==> src/rtl/mwo_ram.sv <==
// generic single-write, single-read ram with registered read data
`default_nettype none

module mwo_ram #(
  parameter int unsigned WIDTH = 8,
  parameter int unsigned DEPTH = 2,
  localparam int unsigned AW   = (DEPTH > 1) ? $clog2(DEPTH) : 1
) (
  input  wire logic             clk_i,
  input  wire logic             we_i,
  input  wire logic [AW-1:0]    waddr_i,
  input  wire logic [WIDTH-1:0] wdata_i,
  input  wire logic [AW-1:0]    raddr_i,
  output logic      [WIDTH-1:0] rdata_o
);

  logic [WIDTH-1:0] mem [DEPTH];

  always_ff @(posedge clk_i) begin
    if (we_i) begin
      mem[waddr_i] <= wdata_i;
    end
    rdata_o <= mem[raddr_i];
  end

endmodule

`default_nettype wire

==> config.mk <==
export PLATFORM = sky130hd
export DESIGN_NAME = mwo_ram
export DESIGN_NICKNAME = d
export VERILOG_FILES = /design/src/rtl/mwo_ram.sv
export SDC_FILE = /design/constraint.sdc
export NUM_CORES = 1
export LEC_CHECK = 0
export BUFFER_PORTS_ARGS = -buffer_cell sky130_fd_sc_hd__buf_2
export CORE_MARGIN = 1
export CORE_UTILIZATION = 44
export CTS_CLUSTER_SIZE = 25
export DETAILED_ROUTE_END_ITERATION = 8
export PLACE_DENSITY = 0.76
export SLEW_MARGIN = 20
export SYNTH_ARGS = -nofsm -noshare
export SYNTH_HDL_FRONTEND = slang
export SYNTH_SLANG_ARGS = --single-unit
==> constraint.sdc <==
create_clock -name clk_i -period 1 [get_ports clk_i]
set_clock_uncertainty 0.1 [all_clocks]
set_input_delay 0.1 -clock clk_i [delete_from_list [all_inputs] [get_ports clk_i]]
set_output_delay 0.1 -clock clk_i [all_outputs]
set_load 0.1 [all_outputs]
==> impl_metrics.env, run 1 <==
export IMPL_regArea_um2=651
export IMPL_first_pass_iters=6
export IMPL_timing_final_max_slew_violations=0
export IMPL_syn_to_final_growth_pct=43.9
export IMPL_ant_nets=0
export IMPL_ys_ff_latch=24
export IMPL_critical_path_class="reg -> out"
export IMPL_grt_max_degree=13
export IMPL_wl_per_cell_um=12.3
export IMPL_yosys_area_top_type="edfxtp_1"
export IMPL_clk_latency_ns=0.29
export IMPL_fill_cells=90
export IMPL_hold_path_class="in -> reg"
export IMPL_arrival_ns=0.83
export IMPL_cts_made_buffers=3
export IMPL_relSlewSlack_pct=76.7
export IMPL_clkPwrFrac_pct=18.9
export IMPL_drt_iter0_drc=4
export IMPL_endpoint_kind="output pin"
export IMPL_multi_input_area_um2=133
export IMPL_clkTransAtPathRegs_ns=0.11
export IMPL_maxCapViolations=0
export IMPL_peakVddDrop_mv=1.19
export IMPL_final_core_util_pct=71.6
export IMPL_grt_pass1_wl_um=1590
export IMPL_syn_nets=47
export IMPL_cts_buffer_depth=2
export IMPL_fmax_ghz=0.975
export IMPL_coreArea_um2=1580
export IMPL_layout_drive_gt1_share_pct=60.0
export IMPL_ff2ff_setup_slack_ns=0.13
export IMPL_grt_overflow=0
export IMPL_startpoint_type="flip-flop"
export IMPL_critPathRequiredTime_ns=0.80
export IMPL_crit_buf_inv=1
export IMPL_die_w_um=44.2
export IMPL_fp_dieH_um=44.2
export IMPL_failed_checks="setup timing"
export IMPL_die_area_um2=1960
export IMPL_min_period_ns=1.03
export IMPL_p_sw_mw=0.548
export IMPL_rsz0062_at_grt="true"
export IMPL_total_leakage_power_nw=0.459
export IMPL_grt_usage_pct=12.2
export IMPL_dp_worst_setup_slack_ns=0.0236
export IMPL_p_comb_share_pct=22.9
export IMPL_nets=79
export IMPL_htree_num_levels=1
export IMPL_cp_slowest_cell="dfxtp_2"
export IMPL_p_per_area_nw_per_um2=1790
export IMPL_viasPerCell=4.74
export IMPL_cts_tree="done"
export IMPL_seqPwrFrac_pct=58.2
export IMPL_post_route_period_util_pct=103
export IMPL_antenna_found_initial=0
export IMPL_grt_pass1_vias=383
export IMPL_cts_resized=0
export IMPL_ys_types=6
export IMPL_tightest_slew_ns=0.349
export IMPL_path_cells="buf_12"
export IMPL_drc=0
export IMPL_syn_area_um2=785
export IMPL_cts_root_buffer="clkbuf_4"
export IMPL_synth_seq_area_share_pct=81.7
export IMPL_hold_viol=0
export IMPL_switching_share_pct=27.0
export IMPL_rows=14
export IMPL_synthTopCellsByArea="edfxtp_1 (61%), dfxtp_1 (20%), mux2_4 (15%), buf_6 (1.4%), and2_1 (0.80%)"
export IMPL_setup_viol=8
export IMPL_setup_slack_ns=-0.0261
export IMPL_critPathMaxStageDelay_ns=0.36
export IMPL_syn_inst=35
export IMPL_yosysWarnings=0
export IMPL_yosysTopAreaCellShare_pct=61.2
export IMPL_worst_path_max_fanout=1
export IMPL_num_io_pins=20
export IMPL_vias=384
export IMPL_gp_congestion=0.616
export IMPL_route_final_wire_length_um=1000
export IMPL_syn_avg_cell_area_um2=22.4
export IMPL_cts_sinks=24
export IMPL_status="finished, violations left"
export IMPL_crit_family="flip-flops"
export IMPL_intPower_mw=1.48
export IMPL_initial_core_util_pct=49.8
export IMPL_post_cts_buffers=0
export IMPL_port_buffers=19
export IMPL_diodes=0
synth_stat cells:
master,instances
buf_6,1
edfxtp_1,16
mux2_4,8
and2_1,1
dfxtp_1,8
nor2b_1,1
cells in the final DEF, fill, tap and decap left out:
cell and count:
and2_1 1, buf_12 8, buf_2 11, buf_4 1, clkbuf_4 3, dfxtp_2 8
dlygate4sd3_1 8, edfxtp_1 16, mux2_4 8, nor2b_1 1
sequential cells by signal (all words and copies together), names as in the netlist:
name,cells
mem,16
rdata_o,8
per-layer routing:
metal  wire, um  GRT usage [%]  up-vias  part of all wire [%]
li1           -              -      189                     -
met1        420           12.8      180                    42
met2        541           21.8       15                    54
met3         37           4.08        0                   3.7
met4          0           5.45        0                     0
met5          0              0        -                     0
area by class of cell:
class / count / area share, %
clock buffer: 3 / 2.00
sequential: 24 / 57.6
tap: 16 / 1.77
multi-input combinational: 10 / 11.8
timing repair buffer: 28 / 26.8
metrics by stage:
| stage | instances | power [mW] | hold WS (ns) | setup TNS, ns | cell area, um^2 |
|---|---|---|---|---|---|
| finish | 81 | 2.03 | 0.128 | -0.148 | 1130 |
| global route | 81 | 2.11 | 0.113 | -0.496 | 1130 |
| CTS | 81 | 2.04 | 0.125 | -0.241 | 1130 |
| detailed placement | 70 | 1.65 | 0.191 | 0 | 1030 |
| global placement | 70 | 1.64 | 0.189 | 0 | 1030 |
| floorplan | 35 | 1.47 | 0.0989 | 0 | 795 |
logic make-up after synthesis:
logic type	share of synthesized area, %
muxes	15.3
and+or+nand+nor	1.60
DFF	81.7
buffers and inverters	1.44
power groups by stage:
stage / registers (mW) / clock network, mW / logic, mW
finish: 1.18 / 0.383 / 0.464
global route: 1.19 / 0.445 / 0.477
CTS: 1.18 / 0.398 / 0.465
detailed placement: 1.20 / 0 / 0.442
global placement: 1.20 / 0 / 0.437
floorplan: 1.40 / 0 / 0.0683
final timing paths:
check / startpoint / to / cells past startpoint
min: raddr_i / rdata_o[0] / 2
max reg2reg: mem[0][7] / rdata_o[7] / 1
min reg2reg: mem[0][6] / rdata_o[6] / 1
max: rdata_o[3] / rdata_o[3] / 1
timing repair:
item	4_1_cts	5_1_grt
setup endpoints to repair	8	8
hold endpoints to repair	16	0
hold buffers	8	0
No activity file was read; power rests on OpenSTA's default activity.
==> inputs of run 2 (changes only) <==
--- a/config.mk
+++ b/config.mk
@@ -11,6 +11,7 @@
 export CTS_CLUSTER_SIZE = 25
 export DETAILED_ROUTE_END_ITERATION = 8
 export PLACE_DENSITY = 0.76
+export REMOVE_ABC_BUFFERS = 1
 export SLEW_MARGIN = 20
 export SYNTH_ARGS = -nofsm -noshare
 export SYNTH_HDL_FRONTEND = slang
==> impl_metrics.env, run 2 (same netlist as run 1, synthesis figures left out) <==
export IMPL_grt_usage_pct=12.6
export IMPL_final_cells=82
export IMPL_hold_path_class="in -> reg"
export IMPL_r2r_end="rdata_o[5]"
export IMPL_crit_buf_inv=1
export IMPL_fmax_ghz=0.970
export IMPL_reg_top3="mem (16), rdata_o (8)"
export IMPL_critPathRequiredTime_ns=0.80
export IMPL_port_buffers=19
export IMPL_relSlewSlack_pct=76.8
export IMPL_startpoint_type="flip-flop"
export IMPL_ant_nets=0
export IMPL_endpoint_kind="output pin"
export IMPL_holdPathEnd="rdata_o[1]"
export IMPL_vias=383
export IMPL_coreArea_um2=1580
export IMPL_crit_family="flip-flops"
export IMPL_setup_slack_ns=-0.0311
export IMPL_first_pass_iters=5
export IMPL_largest_register="mem"
export IMPL_post_route_period_util_pct=103
export IMPL_worst_path_max_fanout=1
export IMPL_cts_root_buffer="clkbuf_4"
export IMPL_cp_slowest_cell="dfxtp_2"
export IMPL_hp_start="raddr_i"
export IMPL_dpl_cell_count=70
export IMPL_diodes=0
export IMPL_final_core_util_pct=72.5
export IMPL_die_w_um=44.2
export IMPL_path_cells="buf_12"
export IMPL_status="finished, violations left"
export IMPL_post_cts_buffers=0
export IMPL_gp_congestion=0.710
export IMPL_critical_path_class="reg -> out"
export IMPL_whs_path_depth=2
export IMPL_drc=0
export IMPL_ff2ff_setup_slack_ns=0.13
export IMPL_htree_num_levels=1
export IMPL_grt_max_degree=14
export IMPL_drt_iter0_drc=11
export IMPL_cts_buffer_depth=2
export IMPL_rows=14
export IMPL_maxCapViolations=0
export IMPL_nets=79
export IMPL_p_per_area_nw_per_um2=1850
export IMPL_fp_dieH_um=44.2
export IMPL_cts_tree="done"
export IMPL_setup_viol=8
export IMPL_cts_sinks=24
export IMPL_die_area_um2=1960
export IMPL_viasPerCell=4.67
export IMPL_arrival_ns=0.83
export IMPL_tightest_slew_ns=0.347
export IMPL_initial_core_util_pct=49.8
export IMPL_grt_pass1_vias=404
export IMPL_cts_made_buffers=3
export IMPL_route_final_wire_length_um=978
export IMPL_syn_to_final_growth_pct=45.6
export IMPL_hold_viol=0
export IMPL_antenna_found_initial=0
export IMPL_timing_final_max_slew_violations=0
export IMPL_peakVddDrop_mv=1.10
export IMPL_layout_common_cells="edfxtp_1 (16), buf_2 (11)"
export IMPL_wl_per_cell_um=11.9
export IMPL_grt_pass1_wl_um=1670
export IMPL_worst_r2r_cell_count=1
export IMPL_num_io_pins=20
export IMPL_total_leakage_power_nw=0.466
export IMPL_layout_commonest_cell="edfxtp_1"
export IMPL_clkTransAtPathRegs_ns=0.12
export IMPL_largest_register_ffs=16
export IMPL_failed_checks="setup timing"
export IMPL_grt_overflow=0
export IMPL_min_period_ns=1.03
export IMPL_critPathMaxStageDelay_ns=0.36
export IMPL_clk_latency_ns=0.30
export IMPL_timing_rr_start="mem[0][5]"
export IMPL_layout_drive_gt1_share_pct=60.6
export IMPL_rsz0062_at_grt="true"
run 2: cell count changes in the layout (fill, tap and decap cells not counted), sizes merged:
cell	delta
clkbuf	+1
run 2: worst max-delay path by stage:
stage / start / end / slack, ns / cells after the start
2_1_floorplan: rdata_o[0] / rdata_o[0] / -0.11 / 0
3_3_place_gp: waddr_i / mem[1][5] / 0.05 / 2
3_5_place_dp: waddr_i / mem[1][4] / 0.04 / 2
4_1_cts: rdata_o[6] / rdata_o[6] / -0.05 / 1
5_1_grt: rdata_o[6] / rdata_o[6] / -0.08 / 1
6_report: rdata_o[6] / rdata_o[6] / -0.03 / 1
run 2: power breakdown:
part	switching [mW]	total (mW)	internal (mW)
sequential	0.0349	1.18	1.14
combinational	0.270	0.465	0.195
clock	0.254	0.476	0.222
total	0.558	2.12	1.56
run 2: repair_timing:
item | CTS | global route
resized for setup | 8 | 0
hold buffers | 8 | 0
setup endpoints to repair | 8 | 8
endpoints found under the hold margin | 16 | 0
run 2: cell type report:
cell class | instances | area [um^2]
Multi-Input combinational cell | 10 | 133
Clock buffer | 4 | 36.3
Fill cell | 91 | 434
Tap cell | 16 | 20.0
Timing Repair Buffer | 28 | 303
Sequential cell | 24 | 651
run 2: per-layer routing:
layer | track usage, % | share of wire, %
met3 | 3.67 | 4.1
met2 | 20.9 | 54
met1 | 15.3 | 42
met5 | 0 | 0
met4 | 5.45 | 0
run 2: per-stage QoR:
stage	total power, mW	hold slack (ns)	area, um^2	worst slack, ns	setup TNS, ns
5_1_grt	2.20	0.116	1140	-0.0766	-0.523
3_5_place_dp	1.64	0.191	1020	0.0355	0
4_1_cts	2.14	0.120	1140	-0.0476	-0.322
2_1_floorplan	1.45	0.0989	773	-0.109	-0.872
6_report	2.12	0.129	1140	-0.0311	-0.200
3_3_place_gp	1.63	0.189	1020	0.0496	0
==> inputs of run 3 (changes only) <==
--- a/config.mk
+++ b/config.mk
@@ -5,13 +5,15 @@
 export SDC_FILE = /design/constraint.sdc
 export NUM_CORES = 1
 export LEC_CHECK = 0
+export ABC_AREA = 1
 export BUFFER_PORTS_ARGS = -buffer_cell sky130_fd_sc_hd__buf_2
 export CORE_MARGIN = 1
-export CORE_UTILIZATION = 44
+export CORE_UTILIZATION = 43
 export CTS_CLUSTER_SIZE = 25
 export DETAILED_ROUTE_END_ITERATION = 8
-export PLACE_DENSITY = 0.76
+export PLACE_DENSITY = 0.75
 export REMOVE_ABC_BUFFERS = 1
+export SETUP_SLACK_MARGIN = 0.1
 export SLEW_MARGIN = 20
 export SYNTH_ARGS = -nofsm -noshare
 export SYNTH_HDL_FRONTEND = slang
==> impl_metrics.env, run 3 <==
export IMPL_final_core_util_pct=70.3
export IMPL_yosysWarnings=0
export IMPL_viasPerCell=4.68
export IMPL_syn_to_final_growth_pct=45.7
export IMPL_fmax_ghz=0.970
export IMPL_ys_ff_latch=24
export IMPL_htree_num_levels=1
export IMPL_layout_commonest_cell="nand2_1"
export IMPL_synth_adder_area_share_pct=0
export IMPL_endpoint_kind="output pin"
export IMPL_drc=0
export IMPL_critical_path_class="reg -> out"
export IMPL_synth_edf_count=16
export IMPL_async_reset_ff_share_pct=0
export IMPL_synthMuxAreaShare_pct=0
export IMPL_syn_avg_cell_area_um2=14.1
export IMPL_syn_area_um2=761
export IMPL_failed_checks="hold timing, setup timing"
export IMPL_ant_nets=0
export IMPL_yosysMostFrequentCell="nand2_1"
export IMPL_gp_congestion=0.681
export IMPL_diodes=0
export IMPL_clkTransAtPathRegs_ns=0.11
export IMPL_ys_types=7
export IMPL_clk_latency_ns=0.30
export IMPL_yosys_area_top_type="edfxtp_1"
export IMPL_setup_slack_ns=-0.0305
export IMPL_total_leakage_power_nw=0.481
export IMPL_worst_path_max_fanout=1
export IMPL_synth_top_family_by_area="simple AND/OR/NAND/NOR gates"
export IMPL_timing_final_max_slew_violations=0
export IMPL_nets=98
export IMPL_rows=14
export IMPL_fill_cells=109
export IMPL_worstSetupStartpoint="rdata_o[6]"
export IMPL_cts_made_buffers=3
export IMPL_grt_max_degree=14
export IMPL_grt_overflow=0
export IMPL_grt_pass1_wl_um=1900
export IMPL_min_period_ns=1.03
export IMPL_fp_dieH_um=44.1
export IMPL_post_route_period_util_pct=103
export IMPL_port_buffers=19
export IMPL_tightest_slew_ns=0.297
export IMPL_post_cts_buffers=0
export IMPL_worst_r2r_cell_count=2
export IMPL_dp_worst_setup_slack_ns=0.0979
export IMPL_wl_per_cell_um=11.0
export IMPL_grt_usage_pct=14.4
export IMPL_peakVddDrop_mv=1.37
export IMPL_largest_register_ffs=16
export IMPL_cts_sinks=24
export IMPL_whs_ns=-0.00852
export IMPL_synth_simple_area_share_pct=12.8
export IMPL_die_area_um2=1940
export IMPL_p_per_area_nw_per_um2=1820
export IMPL_rsz0062_at_grt="true"
export IMPL_crit_family="flip-flops"
export IMPL_synth_commonest_cells="nand2_1 (25), edfxtp_1 (16), dfxtp_1 (8)"
export IMPL_timing_rr_start="mem[1][3]"
export IMPL_syn_inst=54
export IMPL_hold_viol=5
export IMPL_synth_compound_area_share_pct=0
export IMPL_dpl_hpwl_um=775
export IMPL_cp_slowest_cell="dfxtp_2"
export IMPL_relSlewSlack_pct=80.2
export IMPL_setup_tns_ns=-0.200
export IMPL_ys_flop_type="edfxtp_1"
export IMPL_drt_iter0_drc=11
export IMPL_power_mw=2.01
export IMPL_stdcell_area_um2=1110
export IMPL_arrival_ns=0.83
export IMPL_status="finished, violations left"
export IMPL_die_w_um=44.1
export IMPL_setup_viol=8
export IMPL_r2r_end="rdata_o[3]"
export IMPL_crit_path_end="rdata_o[6]"
export IMPL_dpl_cell_count=89
export IMPL_ff2ff_setup_slack_ns=0.28
export IMPL_num_io_pins=20
export IMPL_layout_common_cells="nand2_1 (25), edfxtp_1 (16), buf_2 (11)"
export IMPL_maxCapViolations=0
export IMPL_synthTopCellsByArea="edfxtp_1 (63%), dfxtp_1 (21%), nand2_1 (12%), buf_6 (1.5%), inv_1 (0.99%)"
export IMPL_path_cells="buf_12"
export IMPL_cts_tree="done"
export IMPL_coreArea_um2=1580
export IMPL_critPathRequiredTime_ns=0.80
export IMPL_cts_root_buffer="clkbuf_4"
export IMPL_initial_core_util_pct=48.3
export IMPL_placed_area_um2=992
export IMPL_vias=473
export IMPL_crit_buf_inv=1
export IMPL_yosysTopAreaCellShare_pct=63.2
export IMPL_synth_seq_area_share_pct=84.2
export IMPL_final_cells=101
export IMPL_crit_cells=1
export IMPL_antenna_found_initial=0
export IMPL_startpoint_type="flip-flop"
export IMPL_reg_top3="mem (16), rdata_o (8)"
export IMPL_first_pass_iters=6
export IMPL_cts_buffer_depth=2
export IMPL_layout_drive_gt1_share_pct=37.6
export IMPL_critPathMaxStageDelay_ns=0.36
export IMPL_route_final_wire_length_um=1110
export IMPL_synth_xor_area_share_pct=0
export IMPL_hold_path_class="in -> reg"
export IMPL_largest_register="mem"
export IMPL_grt_pass1_vias=465
-- run 3: cell types whose count changed after synthesis --
cell,change
nand2_1,+25
and2_1,-1
inv_2,+1
inv_1,+2
mux2_4,-8
nor2_1,+1
nor2b_1,-1
-- run 3: how the worst min path moves through the flow --
stage / cells past startpoint / slack, ns / startpoint / end
2_1_floorplan: 0 / 0.1 / wdata_i[0] / mem[0][0]
3_3_place_gp: 1 / 0.19 / wdata_i[6] / mem[0][6]
3_5_place_dp: 1 / 0.19 / wdata_i[7] / mem[0][7]
4_1_cts: 3 / -0.02 / raddr_i / rdata_o[5]
5_1_grt: 3 / 0.003 / raddr_i / rdata_o[7]
6_report: 3 / -0.009 / raddr_i / rdata_o[6]
-- run 3: what timing repair did --
action,in CTS,in global routing
gates resized for setup,8,0
hold buffers,8,0
setup endpoints to repair,8,8
hold endpoints to repair,23,0
-- run 3: final cells by class --
type	instances	area, um^2	share of cell area, %
Inverter	3	11.3	1.02
Sequential cell	24	651	58.7
Multi-Input combinational cell	26	97.6	8.80
Timing Repair Buffer	28	303	27.3
Tap cell	16	20.0	1.81
Clock buffer	4	26.3	2.37
-- run 3: where the power goes --
group / switching [mW] / internal (mW)
clock: 0.251 / 0.155
combinational: 0.271 / 0.161
sequential: 0.0351 / 1.14
total: 0.557 / 1.46
-- run 3: cell families after synthesis --
logic type / Yosys count
buffers and inverters: 4
DFF: 24
and+or+nand+nor: 26
-- run 3: layer usage --
layer | vias to the layer above | wire (um) | global-route usage, %
li1 | 238 | - | -
met1 | 217 | 483 | 16.8
met2 | 14 | 555 | 21.8
met3 | 4 | 28 | 4.49
met4 | 0 | 40 | 11.5
met5 | - | 0 | 0
